**config.mk**
```make
export PLATFORM = sky130hd
export DESIGN_NAME = rss_divider
export DESIGN_NICKNAME = d
export VERILOG_FILES = /design/src/rtl/core/rss_pkg.sv /design/src/rtl/core/rss_divider.sv
export SDC_FILE = /design/constraint.sdc
export NUM_CORES = 1
export LEC_CHECK = 0
export ABC_CLOCK_PERIOD_IN_PS = 9200
export BUFFER_PORTS_ARGS = -buffer_cell sky130_fd_sc_hd__buf_2
export CORE_AREA = 2 2 155 157
export CTS_CLUSTER_SIZE = 14
export DETAILED_ROUTE_END_ITERATION = 6
export DIE_AREA = 0 0 157 159
export GPL_ROUTABILITY_DRIVEN = 0
export GPL_TIMING_DRIVEN = 0
export SYNTH_ARGS = -nofsm -noshare
export SYNTH_HDL_FRONTEND = slang
export SYNTH_SLANG_ARGS = --single-unit
export TNS_END_PERCENT = 30
```
**constraint.sdc**
```tcl
create_clock -name clk -period 9.2 [get_ports clk]
set_input_delay 0.46 -clock clk [delete_from_list [all_inputs] [get_ports clk]]
set_output_delay 0.46 -clock clk [all_outputs]
set_load 0.01 [all_outputs]
```
**src/rtl/core/rss_pkg.sv**
```systemverilog
package rss_pkg;

	localparam int NUM_GROUPS  = 6;
	localparam int NUM_CLASSES = 4;
	localparam int NUM_RECORDS = NUM_GROUPS * NUM_CLASSES;
	localparam int REC_ADDR_W  = $clog2(NUM_RECORDS);

	// first type group follows the three state groups
	localparam logic [2:0] GRP_TYPE_BASE = 3'd3;
	localparam logic [2:0] GRP_LIMIT     = 3'(NUM_GROUPS);
	localparam logic [1:0] CODE_NONE     = 2'd3;

	localparam logic [1:0] KIND_RECORD = 2'd0;
	localparam logic [1:0] KIND_READ   = 2'd1;
	localparam logic [1:0] KIND_CLEAR  = 2'd2;

	localparam logic REG_SMALL_LIMIT  = 1'b0;
	localparam logic REG_MEDIUM_LIMIT = 1'b1;

	localparam logic [31:0] SMALL_LIMIT_RST  = 32'd65536;
	localparam logic [31:0] MEDIUM_LIMIT_RST = 32'd1048576;

	typedef enum logic [1:0] {
		ST_IDLE,
		ST_UPDATE,
		ST_DIVIDE,
		ST_RESULT
	} state_t;

	typedef struct packed {
		logic                  clear;
		logic                  we;
		logic [REC_ADDR_W-1:0] waddr;
		logic [REC_ADDR_W-1:0] raddr;
	} store_cmd_t;

endpackage

```
**src/rtl/core/rss_divider.sv**
```systemverilog
module rss_divider
	import rss_pkg::*;
#(
	parameter int SIZE_WIDTH  = 64,
	parameter int COUNT_WIDTH = 32
) (
	input  logic                   clk,
	input  logic                   arst_n,
	input  logic                   start,
	input  logic [SIZE_WIDTH-1:0]  dividend,
	input  logic [COUNT_WIDTH-1:0] divisor,
	output logic                   done,
	output logic [SIZE_WIDTH-1:0]  quotient,
	output logic [COUNT_WIDTH-1:0] remainder
);

	localparam int STEP_W = $clog2(SIZE_WIDTH + 1);
	localparam logic [STEP_W-1:0] STEPS = STEP_W'(SIZE_WIDTH);
	localparam logic [STEP_W-1:0] LAST_STEP = STEP_W'(1);

	logic                   busy_q;
	logic [STEP_W-1:0]      step_q;
	logic [SIZE_WIDTH-1:0]  quo_q;
	logic [COUNT_WIDTH-1:0] rem_q;
	logic [COUNT_WIDTH-1:0] div_q;
	logic [COUNT_WIDTH:0]   trial;
	logic [COUNT_WIDTH:0]   diff;
	logic                   qbit;
	logic [COUNT_WIDTH-1:0] rem_next;

	// restoring division, one quotient bit a cycle
	always_comb begin
		trial = {rem_q, quo_q[SIZE_WIDTH-1]};
		diff  = trial - {1'b0, div_q};
		qbit  = ~diff[COUNT_WIDTH];
		rem_next = qbit ? diff[COUNT_WIDTH-1:0] : trial[COUNT_WIDTH-1:0];
	end

	assign done      = busy_q && (step_q == LAST_STEP);
	assign quotient  = quo_q;
	assign remainder = rem_q;

	always_ff @(posedge clk or negedge arst_n) begin
		if (!arst_n) begin
			busy_q <= 1'b0;
			step_q <= '0;
		end else if (start) begin
			busy_q <= 1'b1;
			step_q <= STEPS;
		end else if (busy_q) begin
			busy_q <= !done;
			step_q <= step_q - LAST_STEP;
		end
	end

	always_ff @(posedge clk) begin
		if (start) begin
			quo_q <= dividend;
			rem_q <= '0;
			div_q <= divisor;
		end else if (busy_q) begin
			quo_q <= {quo_q[SIZE_WIDTH-2:0], qbit};
			rem_q <= rem_next;
		end
	end

endmodule

```
Yosys cells after proc, flatten, opt, wreduce, memory -nomap -nowiden
Index checks and enable logic that the tools add are counted.
{"block": "totals", "in_bits": 99, "out_inout_bits": 97, "word_cells": 19, "ff_bits": 136}
{"block": "op_classes", "reduce_logical": 3, "n_eq_ne": 1, "muxes": 7, "n_bitwise": 1, "n_addsub": 2}
{"operator": "$mux 64", "count": 2}
{"operator": "$sub 33x32->33", "count": 1}
{"operator": "$mux 32", "count": 1}
{"operator": "$mux 7", "count": 2}
{"operator": "$eq 7x1->1 const B", "count": 1}
{"operator": "$sub 7x1->7 const B", "count": 1}
{"operator": "$mux 1", "count": 2}
{"operator": "$reduce_bool 2->1", "count": 1}
{"operator": "$logic_and 1x1->1", "count": 1}
{"operator": "$logic_not 1->1", "count": 1}
{"operator": "$not 1->1", "count": 1}

Logic depth before layout (Yosys ltp)
Gate-level depths: netlist of run 1.
{"block": "logic_depth", "ltp_word": 5, "ltp_mapped": 14, "ltp_nobuf": 13}

Worst setup path before layout of run 1
Ideal clock, no wire load.
{"block": "synth_path", "path_kind": "register -> register", "start": "register quo_q[63], in the netlist quotient[63]", "end": "register rem_q[10], in the netlist remainder[10]", "arrival_ps": 3026, "stages_incl_launch_ff": 15, "slack_ps": 6085, "n_path_buf": 1, "synth_period_minus_slack_ps": 3115, "setup_time_ps": 89, "t_required_ps": 9111, "cell_sequence": "edfxtp_1 inv_1 ha_1 fa_1 nor2b_1 o2111ai_2 nand3_2 a211oi_4 o21ai_2 a41o_1 o21ai_4 xnor2_1 clkbuf_1 nand2_1 a311oi_2"}
{"block": "synth_via", "elab_chain_len": 2}
{"item": "from (decl)", "line": "rss_divider.sv:23", "text": "logic [SIZE_WIDTH-1:0] quo_q;"}
{"item": "from (signal assigned)", "line": "rss_divider.sv:58", "text": "quo_q <= dividend;"}
{"item": "from (signal assigned)", "line": "rss_divider.sv:62", "text": "quo_q <= {quo_q[SIZE_WIDTH-2:0], qbit};"}
{"item": "$sub 33x32->33", "line": "rss_divider.sv:34", "text": "diff = trial - {1'b0, div_q};"}
{"item": "$mux 32", "line": "rss_divider.sv:36", "text": "rem_next = qbit ? diff[COUNT_WIDTH-1:0] : trial[COUNT_WIDTH-1:0];"}
{"item": "to (signal assigned)", "line": "rss_divider.sv:63", "text": "rem_q <= rem_next;"}
{"item": "to (decl)", "line": "rss_divider.sv:24", "text": "logic [COUNT_WIDTH-1:0] rem_q;"}
Every way passes these cells.
A chain may end at the register's enable or synchronous reset.

Final worst setup path of run 1
{"block": "layout_path", "start": "register quo_q[63], in the netlist quotient[63]", "end": "register rem_q[18], in the netlist remainder[18]"}
Same word-level chain as after synthesis.

==> results.md, run 1 <==
- Number of H-tree branching levels: 4
- Endpoint type of the worst setup path: flip-flop
- Prevailing post-synth register cell: sky130_fd_sc_hd__edfxtp_1
- Detail Placement HPWL: 15.6 mm
- Global Route Usage Sum: 16.9%
- Post-synth EDFFs: 96
- GR Overflow Total: 0
- Area growth from synthesis to layout: 27.5%
- Number of storage elements in the synthesis netlist: 136
- Arrival time worst endpoint: 4210 ps
- Floorplan die area: 0.0250 sq mm
- Number of standard-cell rows in the floorplan: 56
- # DRC: 0
- Final nets: about 990
- Share of synthesized flip-flops with an asynchronous set or reset: 5.88%
- Height of the chip: about 160 microns
- Tightest Hold Check Type: input port to flip-flop
- Post-synth net total: roughly 800
- Initial antenna violation count: 3
- Yosys synthesis warning count: 0
- Ports: ~200
- Post-Synthesis Mean Instance Area: 11.4 sq um
- Dominant combinational cell family by area after synthesis: compound AO/OA/AOI/OAI gates
- Post-Syn Instances: around 640
- Synthesized-area fraction occupied by xor and xnor cells: 4.08%
- Via-to-Cell Ratio: approximately 4.8
- Worst Path Required: 9530 ps
- Fraction of the yosys area taken by sequential cells: 50.8%
- Element type at the critical path start: flip-flop
- Worst-path cell chain: inv_1 -> ha_1 -> fa_1 -> nor2b_1 -> o2111ai_2 -> nand3_2 -> a211oi_4 -> o21ai_2 -> a41o_1 -> o21ai_4 -> xnor2_1 -> clkbuf_1 -> nand2_1 -> a311oi_2
- Number of different library cells in the post-synthesis netlist: 65
- Clk sinks: 136
- Endpoint of the worst register-to-register path: remainder[18]
- Initial core utilization: 31.6%
- Final wirelength: 20.6 mm
- Capture point of the critical path: remainder[18]
- WL per Instance: about 17 microns
- Worst vdd ir: between 0.0001 and 0.00015 V
- Adder-cell area share of the yosys netlist: slightly above 6%
- Fin. max-slew vios: 0
- Post-layout minimum cycle time: ~3900 ps
- Worst slew slack as a fraction of its limit: 42.1%
- Critical path class: flip-flop to flip-flop
- Static Leakage: 4.13 nW
- Multiplexer area fraction after synthesis: 10.2%
- Final-layout setup total negative slack: 0 ps
- Min-delay src: divisor[9]
- Slowest library cell on the worst path: sky130_fd_sc_hd__xnor2_1
- Maximum number of pins on one net before global-route repair: 38
- End-of-flow core utilization: a little over 40%
- Clock latency at the later pin of the worst-skew pair: 440 ps
- Global-route wire length before repair: 32.4 mm
- Drt first-iter violations: 257
- Status: complete, no violations
- Count of port buffers added during placement: around 200
- Area post-placement: just under 0.009 sq mm
- Final clock period utilization by the worst path: 42.2%
- Most numerous cell in the Yosys netlist: sky130_fd_sc_hd__edfxtp_1
- Post-Syn Area: 0.00733 sq mm
- Max Fanout on Critical Path: 10
- Post-CTS setup-driven buffer insertion count: 0
- TritonCTS clock tree: done
- Core Footprint: around 0.023 sq mm
- Reg2Reg Launch Point: quotient[63]
- Vias: ~5700
- DRT antenna net count: 0
- P per Cell Area: 210 mW/mm^2
- Number of maximum-capacitance constraint violations: 0
- Worst reg2reg path depth: 14
- Number of global-route vias before repair: 5973
- Fraction of layout instances using a drive strength above 1: between 30% and 40%
- Worst Tran Pin Value: a little under 900 ps
- Register-to-Register Setup Slack: between 5000 and 6000 ps
- Number of CTS-inserted buffers: 17
- # fillers: 2307
- Launching element of the worst setup path: quotient[63]
- CP peak stage delay: 480 ps
- Post-route design area: ~0.0093 sq mm
- Clock-pin slew on the worst setup and hold paths: 70 ps
- Tightest hold margin: 200 ps
- Maximum clock frequency: 258 MHz
- Post-Route Skew: roughly 30 ps
- Area fraction in and, or, nand and nor cells after synthesis: roughly a tenth
- Final setup vio count: 0
- Cells taking the most area after synthesis: sky130_fd_sc_hd__edfxtp_1, sky130_fd_sc_hd__mux2_2, sky130_fd_sc_hd__dfxtp_1
- Top cell type's share of synthesized area: around two fifths
- Unrepaired setup endpoints after global routing: false
- Buffer levels on the longest clock path: 2
- First-pass iteration count of the detailed router: 4
- Clk Tree Root Cell: sky130_fd_sc_hd__clkbuf_16
- Floorplan die width: 157 microns
- Count of final hold-check violations: 0
- Largest area contributor in the netlist: sky130_fd_sc_hd__edfxtp_1
- Leading cell types by count after synthesis: sky130_fd_sc_hd__edfxtp_1, sky130_fd_sc_hd__nand2_1, sky130_fd_sc_hd__mux2_2, sky130_fd_sc_hd__nor2_1, sky130_fd_sc_hd__inv_1
- Compound-Gate Fraction of Synth Area: 14.6%
## final cells by class
type	instances	area (sq um)	area share, %
inverters	46	173	1.85
clock buffers	18	429	4.59
flip-flops and latches	136	3720	39.8
well taps	319	399	4.27
plain buffers	25	111	1.19
diodes	1	2.50	0.0268
clock inverters	14	179	1.91
repair buffers	197	1010	10.8
multi-input cells	437	3320	35.6
## metal layers
metal  GRT usage (%)  share of wire [%]  routed length, microns  vias to the layer above
li1                -                  -                       -                     2795
met1            20.2                 42                    8660                     2718
met5               0               0.13                      26                        -
met4            4.71               0.91                     187                        4
met2            28.7                 49                   10100                      201
met3            5.88                7.8                    1610                       17
## how the worst min path moves through the flow
stage / to / slack [ps] / depth (start not counted)
final: div_q[9] / 200 / 1
after global routing: div_q[6] / 190 / 1
after CTS: div_q[9] / 190 / 1
after detailed placement: step_q[5] / 320 / 1
after global placement: step_q[5] / 310 / 1
after floorplan: busy_q / 160 / 0
## cell families (layout without fill, tap and decap cells)
logic type                 Yosys count  in the layout
and+or+nand+nor                    171            171
DFF                                136            136
AOI/OAI and AO/OA                  132            132
buffers and inverters               71            300
muxes                               67             67
adders and majority gates           35             35
xor gates and xnor gates            32             32
other                                0              1
## metrics by stage
step | setup slack (ps) | std cells | total power, W
after CTS | 5270 | 1192 | 0.00199
after detailed placement | 5100 | 1159 | 0.00126
after floorplan | 6090 | 644 | 0.00110
after global routing | 5080 | 1192 | 0.00207
final | 5320 | 1193 | 0.00197
after global placement | 4100 | 1158 | 0.00125
## critical path: cells and delay by family, from the launching register on
kind / cells / cell delay, ps
buffers and inverters: 2 / 520
AOI/OAI and AO/OA: 6 / 1230
and+or+nand+nor: 3 / 520
DFF: 1 / 380
xor gates and xnor gates: 1 / 480
adders and majority gates: 2 / 610
## registers in the layout (all words and copies together), names as in the netlist
register / cells
quotient: 64
remainder: 32
busy_q: 1
div_q: 32
step_q: 7
## cell usage in the layout (no fill, tap or decap), types with 5 or more instances in the layout
cell	count
sky130_fd_sc_hd__inv_1	44
sky130_fd_sc_hd__a311oi_1	6
sky130_fd_sc_hd__nor2_1	50
sky130_fd_sc_hd__o21ai_0	19
sky130_fd_sc_hd__nor3_1	9
sky130_fd_sc_hd__dfrtp_1	8
sky130_fd_sc_hd__buf_1	5
sky130_fd_sc_hd__o211ai_1	5
sky130_fd_sc_hd__nand2_1	68
sky130_fd_sc_hd__inv_8	6
sky130_fd_sc_hd__edfxtp_1	96
sky130_fd_sc_hd__a21oi_1	27
sky130_fd_sc_hd__xnor2_1	21
sky130_fd_sc_hd__clkbuf_1	17
sky130_fd_sc_hd__xor2_1	10
sky130_fd_sc_hd__a311oi_2	16
sky130_fd_sc_hd__nand2b_1	6
sky130_fd_sc_hd__clkbuf_16	17
sky130_fd_sc_hd__buf_2	197
sky130_fd_sc_hd__a21o_1	15
sky130_fd_sc_hd__mux2_2	63
sky130_fd_sc_hd__ha_1	34
sky130_fd_sc_hd__dfxtp_1	32
sky130_fd_sc_hd__nand3_1	10
## what timing repair did
item,CTS,global route
gates resized for setup,0,0
endpoints found under the hold margin,8,0
hold buffers,1,0
## power breakdown
part	total, W	switching, W	internal [W]	leakage [nW]
clock network	0.000723	0.000309	0.000414	0.298
logic	0.000441	0.000243	0.000198	2.49
registers	0.000802	0.0000565	0.000745	1.35
total	0.00197	0.000608	0.00136	4.13
Power figures use the tool's default switching activity.
==> inputs of run 2 (changes only) <==
--- a/config.mk
+++ b/config.mk
@@ -5,12 +5,13 @@
 export SDC_FILE = /design/constraint.sdc
 export NUM_CORES = 1
 export LEC_CHECK = 0
-export ABC_CLOCK_PERIOD_IN_PS = 9200
+export ABC_AREA = 1
+export ABC_CLOCK_PERIOD_IN_PS = 3400
 export BUFFER_PORTS_ARGS = -buffer_cell sky130_fd_sc_hd__buf_2
-export CORE_AREA = 2 2 155 157
+export CORE_AREA = 2 2 165 167
 export CTS_CLUSTER_SIZE = 14
 export DETAILED_ROUTE_END_ITERATION = 6
-export DIE_AREA = 0 0 157 159
+export DIE_AREA = 0 0 167 169
 export GPL_ROUTABILITY_DRIVEN = 0
 export GPL_TIMING_DRIVEN = 0
 export SYNTH_ARGS = -nofsm -noshare
==> constraint.sdc (replaced) <==
create_clock -name clk -period 3.4 [get_ports clk]
set_input_delay 0.17 -clock clk [delete_from_list [all_inputs] [get_ports clk]]
set_output_delay 0.17 -clock clk [all_outputs]
set_load 0.01 [all_outputs]
==> run 2 against run 1 <==
Cell count rose by 51%. Total power increased by 140%. Sequential share of layout area down 6.0 points. Sequential cell count did not move.
==> results.md, run 2 <==
- Number of different library cells in the post-synthesis netlist: 41
- Arrival time worst endpoint: about 2800 ps
- Final clock period utilization by the worst path: around three quarters
- Fraction of the yosys area taken by sequential cells: 44.4%
- Met3 layer wire length in the routed design: 1.72 mm
- Max Fanout on Critical Path: 10
- Area growth from synthesis to layout: 31.3%
- Worst hold endpoint: quotient[50]
- # DRC: 0
- Critical path class: flip-flop to flip-flop
- TritonCTS clock tree: done
- Worst Path Required: 3560 ps
- Most numerous cell in the Yosys netlist: sky130_fd_sc_hd__nand2_1
- Count of final hold-check violations: 0
- Maximum number of pins on one net before global-route repair: between 60 and 70
- Final Worst Setup Slack: 816 ps
- Prevailing post-synth register cell: sky130_fd_sc_hd__edfxtp_1
- CP peak stage delay: 400 ps
- Fraction of layout instances using a drive strength above 1: 18.3%
- Highest metal used: met4
- Floorplan die area: between 0.02 and 0.03 sq mm
- # fillers: about 2800
- Post-synth net total: 1302
- GR Overflow Total: 0
- Top cell type's share of synthesized area: around a third
- Cells taking the most area after synthesis: sky130_fd_sc_hd__edfxtp_1, sky130_fd_sc_hd__nand2_1, sky130_fd_sc_hd__inv_1
- Core Footprint: roughly 0.027 sq mm
- Buffer levels on the longest clock path: 2
- Clk Tree Root Cell: sky130_fd_sc_hd__clkbuf_16
- Element type at the critical path start: flip-flop
- Yosys synthesis warning count: 0
- DRT antenna net count: 0
- Height of the chip: 169 microns
- Tightest hold margin: 8.84 ps
- Reg2Reg Launch Point: quotient[63]
- Finished Layout Cells: 1801
- Fin. max-slew vios: 0
- Unrepaired setup endpoints after global routing: false
- Largest area contributor in the netlist: sky130_fd_sc_hd__edfxtp_1
- Static Leakage: 6.09 nW
- Vias: 7889
- Clk sinks: 136
- Worst slew slack as a fraction of its limit: 37.4%
- Post-synth EDFFs: 96
- Global-route wire length before repair: between 30 and 40 mm
- Drt first-iter violations: 449
- Number of standard-cell rows in the floorplan: 60
- First-pass iteration count of the detailed router: 5
- Initial core utilization: 31.7%
- Leading cell types by count after synthesis: sky130_fd_sc_hd__nand2_1, sky130_fd_sc_hd__inv_1, sky130_fd_sc_hd__edfxtp_1, sky130_fd_sc_hd__nand3_1, sky130_fd_sc_hd__nor2_1
- Worst reg2reg path depth: 16
- Detailed-routing wirelength on met1: 10.6 mm
- WL per Instance: between 10 and 15 microns
- Post-Syn Area: 0.00839 sq mm
- Min-delay src: dividend[50]
- Post-Synthesis Mean Instance Area: 7.18 sq um
- Number of global-route vias before repair: 7758
- Via-to-Cell Ratio: 4.38
- P per Cell Area: 423 mW/mm^2
- Number of CTS-inserted buffers: 17
- Worst-path cell chain: inv_1 -> ha_1 -> fa_1 -> inv_1 -> nand2_1 -> nand2_1 -> nand3_2 -> nand2_2 -> nand2_1 -> nand2_2 -> nand2_4 -> nand2_4 -> nand2_2 -> nand2_4 -> buf_8 -> o21ai_0
- Post-CTS setup-driven buffer insertion count: 0
- Floorplan die width: 167 microns
- Final wirelength: 24.2 mm
- Met2 wirelength from detailed routing: 11.3 mm
- Post-placement cell count: 1704
- Detail Placement HPWL: 18.4 mm
- Commonest non-fill, non-tap cell in the layout: sky130_fd_sc_hd__nand2_1
- Number of H-tree branching levels: 4
- Post-layout minimum cycle time: about 2600 ps
- Ports: 196
- Endpoint type of the worst setup path: flip-flop
- Hold Crit Depth: 3
- Post-Place Setup Slack: 792 ps
- Global Route Usage Sum: 17.5%
- Clock-pin slew on the worst setup and hold paths: ~80 ps
- Worst Tran Pin Value: roughly 940 ps
- Area occupied by registers: about 0.0037 sq mm
- Final nets: 1580
- Final setup vio count: 0
- Post-Syn Instances: 1168
- Register-to-Register Setup Slack: 820 ps
- Area taken by multi-input logic gates: ~0.0037 sq mm
- Number of maximum-capacitance constraint violations: 0
- Number of cells upsized or downsized after cts: 0
- Clock latency at the later pin of the worst-skew pair: about 440 ps
- Post-Route Skew: 14.9 ps
- Cts hold-fix bufs: 64
- Maximum clock frequency: 387 MHz
- Number of storage elements in the synthesis netlist: 136
- Status: complete, no violations
- Slowest library cell on the worst path: sky130_fd_sc_hd__fa_1
- Initial antenna violation count: 1
- Endpoint of the worst register-to-register path: quotient[0]
- Tightest Hold Check Type: input port to flip-flop
- Share of synthesized flip-flops with an asynchronous set or reset: 5.88%
- Max FFs per register: 64
- Most frequent cells in the layout: sky130_fd_sc_hd__nand2_1, sky130_fd_sc_hd__inv_1, sky130_fd_sc_hd__buf_2, sky130_fd_sc_hd__edfxtp_1
- Count of port buffers added during placement: between 150 and 200
- Worst vdd ir: between 0.0002 and 0.0003 V
[run 2: cell types whose count changed after synthesis, sizes merged, moves of 5 or more]
cell,previous run,this run
nand2,68,567
mux2,63,0
inv,45,210
o211ai,5,0
xor2,11,4
a21oi,28,22
nand4,2,10
o21ai,22,10
nand3,11,66
xnor2,21,11
a311oi,22,0
a21o,15,2
nand2b,6,0
[run 2: final cells by class]
class,instances,area share [%]
antenna,1,0.0227
buffer,25,1.33
clock buffer,17,3.86
clock inverter,15,1.35
inverter,210,7.18
multi-input combinational,797,33.9
sequential,136,33.8
tap,341,3.87
timing repair buffer,259,14.7
[run 2: layer usage]
layer	track usage [%]	vias to the layer above
li1	-	4129
met3	5.45	31
met5	0	-
met2	29.8	241
met1	21.1	3488
met4	5.40	0
[run 2: report_power, final]
part	leakage [nW]	internal, W	switching [W]
logic	4.43	0.000311	0.000448
clock network	0.286	0.000982	0.000884
registers	1.37	0.00194	0.0000922
[run 2: worst max-delay path by stage]
| stage | endpoint | from |
|---|---|---|
| floorplan | quotient[0] | quotient[63] |
| global placement | quotient[56] | start |
| detailed placement | quotient[58] | start |
| CTS | quotient[0] | quotient[63] |
| global route | remainder[8] | quotient[63] |
| finish | quotient[0] | quotient[63] |
[run 2: cells by family (layout without fill, tap and decap cells)]
family,Yosys count,count (layout),share of synthesized area [%]
AOI/OAI and AO/OA,38,38,2.70
adders and majority gates,35,35,5.31
DFF,136,136,44.4
and+or+nand+nor,709,709,34.9
buffers and inverters,235,526,11.1
other,0,1,0
xor gates and xnor gates,15,15,1.57
[run 2: metrics by stage]
| step | power (W) | cell area (sq um) | utilization [%] | TNS, ps |
|---|---|---|---|---|
| 3_3_place_gp | 0.00277 | 9790 | 37.0 | -31150 |
| 4_1_cts | 0.00472 | 11000 | 41.5 | 0 |
| 2_1_floorplan | 0.00247 | 8390 | - | 0 |
| 5_1_grt | 0.00490 | 11000 | 41.6 | 0 |
| 3_5_place_dp | 0.00277 | 9790 | 37.0 | 0 |
| 6_report | 0.00466 | 11000 | 41.6 | 0 |
[run 2: critical path: cells and delay by family, from the launching register on]
family                   cells  cell delay, ps
AO/OA/AOI/OAI                1              90
adder cells (fa/ha/maj)      2             620
buffers and inverters        3             350
flip-flops                   1             350
AND/OR/NAND/NOR             10             890
==> inputs of run 3 (changes only) <==
--- a/config.mk
+++ b/config.mk
@@ -6,7 +6,7 @@
 export NUM_CORES = 1
 export LEC_CHECK = 0
 export ABC_AREA = 1
-export ABC_CLOCK_PERIOD_IN_PS = 3400
+export ABC_CLOCK_PERIOD_IN_PS = 2550
 export BUFFER_PORTS_ARGS = -buffer_cell sky130_fd_sc_hd__buf_2
 export CORE_AREA = 2 2 165 167
 export CTS_CLUSTER_SIZE = 14
==> constraint.sdc (replaced) <==
create_clock -name clk -period 2.55 [get_ports clk]
set_input_delay 0.1275 -clock clk [delete_from_list [all_inputs] [get_ports clk]]
set_output_delay 0.1275 -clock clk [all_outputs]
set_load 0.01 [all_outputs]
==> run 3 against run 2 <==
Non-clock buffer count grew 40. Final area grew 3.9%. Register-to-register slack lost 660 ps. Sequential share of layout area shrank 1.3 points. Worst hold slack gained 4.2 ps. Global-route usage grew 0.45 points. Largest cell class unchanged. Largest power group unchanged.
==> results.md, run 3 (synthesis results as in run 2) <==
- Status: complete, no violations
- P per Cell Area: 548 mW/mm^2
- Post-layout total power: 0.00627 W
- Clk Tree Root Cell: sky130_fd_sc_hd__clkbuf_16
- # DRC: 0
- Number of CTS-inserted buffers: 17
- Number of H-tree branching levels: 4
- WL per Instance: 13.6 microns
- Tightest Hold Check Type: input port to flip-flop
- Arrival time worst endpoint: 2560 ps
- Vias: just over 8000
- Via-to-Cell Ratio: 4.39
- Count of port buffers added during placement: approximately 200
- TritonCTS clock tree: done
- Finished Layout Cells: 1841
- Worst Path Required: ~2700 ps
- Static Leakage: 6.28 nW
- Count of final hold-check violations: 0
- Detail Placement HPWL: 18.4 mm
- Area occupied by registers: 0.00372 sq mm
- Global-route wire length before repair: 40.4 mm
- GR Overflow Total: 0
- Floorplan die area: 0.0282 sq mm
- Initial antenna violation count: 1
- Maximum clock frequency: 418 MHz
- Maximum number of pins on one net before global-route repair: 67
- Critical path class: flip-flop to flip-flop
- Final setup vio count: 0
- Floorplan die width: between 150 and 200 microns
- # fillers: 2724
- Commonest non-fill, non-tap cell in the layout: sky130_fd_sc_hd__nand2_1
- Clock latency at the later pin of the worst-skew pair: 440 ps
- Post-Route Skew: 13.8 ps
- Max Fanout on Critical Path: 5
- DRT antenna net count: 0
- Ports: 196
- Area taken by multi-input logic gates: 0.00375 sq mm
- Number of standard-cell rows in the floorplan: 60
- Initial core utilization: 31.7%
- First-pass iteration count of the detailed router: 5
- Most frequent cells in the layout: sky130_fd_sc_hd__nand2_1, sky130_fd_sc_hd__inv_1, sky130_fd_sc_hd__buf_2, sky130_fd_sc_hd__edfxtp_1, sky130_fd_sc_hd__dlygate4sd3_1
- Area growth from synthesis to layout: 36.4%
- Final wirelength: 25.1 mm
- Global Route Usage Sum: 17.9%
- Worst vdd ir: 0.000384 V
- Height of the chip: roughly 170 microns
- Unrepaired setup endpoints after global routing: false
- Number of maximum-capacitance constraint violations: 0
- Clk sinks: between 100 and 150
- Buffer levels on the longest clock path: 2
- Fin. max-slew vios: 0
- Max FFs per register: 64
- Number of global-route vias before repair: 7993
- Worst slew slack as a fraction of its limit: between 30% and 40%
- Core Footprint: 0.0265 sq mm
- Drt first-iter violations: around 460
- Final clock period utilization by the worst path: 93.9%
- Fraction of layout instances using a drive strength above 1: 18.7%
- Post-layout minimum cycle time: 2390 ps
- Worst Tran Pin Value: 932 ps
- Endpoint type of the worst setup path: flip-flop
- Clock-pin slew on the worst setup and hold paths: about 70 ps
- Final nets: 1620
- Element type at the critical path start: flip-flop
- Post-placement cell count: 1704
run 3: cell types whose count changed in the layout (fill, tap and decap cells not counted), moves of 2 or more:
cell	before	now
sky130_fd_sc_hd__buf_12	0	2
sky130_fd_sc_hd__buf_4	0	8
sky130_fd_sc_hd__inv_1	203	201
sky130_fd_sc_hd__inv_2	6	8
sky130_fd_sc_hd__dlygate4sd3_1	64	95
run 3: path summary, 6_finish.rpt:
check,startpoint,to,slack (ps),depth (start not counted)
setup / recovery,div_q[0],quotient[0],160,15
hold / removal,dividend[2],quotient[2],10,3
hold reg to reg,remainder[20],remainder[20],490,2
max in group asynchronous,arst_n,step_q[1],2270,2
setup reg to reg,div_q[0],quotient[0],160,15
min in group asynchronous,arst_n,step_q[0],100,2
run 3: area by class of cell:
type	count	share of cell area, %
Buffer	25	1.40
Clock inverter	15	1.30
Multi-Input combinational cell	797	32.8
Sequential cell	136	32.5
Tap cell	341	3.73
Timing Repair Buffer	299	17.6
Clock buffer	17	3.72
Inverter	210	6.91
Antenna cell	1	0.0219
run 3: per-layer routing:
metal / GRT usage (%) / part of all wire (%) / vias to the layer above
li1: - / - / 4208
met1: 21.6 / 44 / 3618
met2: 30.7 / 48 / 231
met3: 5.33 / 6.5 / 29
met4: 6.03 / 1.9 / 0
met5: 0 / 0 / -
run 3: critical path, cell delays in order, from the launching register on:
cell	delay (ps)
sky130_fd_sc_hd__edfxtp_1	420
sky130_fd_sc_hd__ha_4	190
sky130_fd_sc_hd__fa_2	400
sky130_fd_sc_hd__inv_2	70
sky130_fd_sc_hd__nand2_1	40
sky130_fd_sc_hd__nand2_1	80
sky130_fd_sc_hd__nand3_2	90
sky130_fd_sc_hd__nand2_4	80
sky130_fd_sc_hd__nand2_1	60
sky130_fd_sc_hd__nand2_2	100
sky130_fd_sc_hd__nand2_4	80
sky130_fd_sc_hd__nand2_4	80
sky130_fd_sc_hd__nand2_2	60
sky130_fd_sc_hd__nand2_4	150
sky130_fd_sc_hd__buf_12	140
sky130_fd_sc_hd__o21ai_0	70
run 3: stage by stage:
step | worst slack [ps] | utilization, % | instance area, sq um | hold slack, ps | TNS, ps
floorplan | 237 | - | 8390 | -168 | 0
global placement | -1290 | 37.0 | 9790 | -18.4 | -84560
detailed placement | -26.3 | 37.0 | 9790 | -10.9 | -649
CTS | 1.81 | 42.8 | 11300 | 4.05 | 0
global route | 11.2 | 43.2 | 11400 | 17.7 | 0
finish | 155 | 43.2 | 11400 | 13.0 | 0
run 3: repair_timing:
action,CTS,global route
setup endpoints to repair,13,31
hold buffers,95,0
buffers inserted,1,7
gates cloned,0,1
gates resized for setup,1,8
pin swaps,0,5
endpoints found under the hold margin,102,0
run 3: report_power, final:
group	leakage, nW	total, W	internal, W	switching, W
combinational	4.62	0.00108	0.000460	0.000615
sequential	1.37	0.00271	0.00259	0.000124
clock	0.286	0.00248	0.00131	0.00118
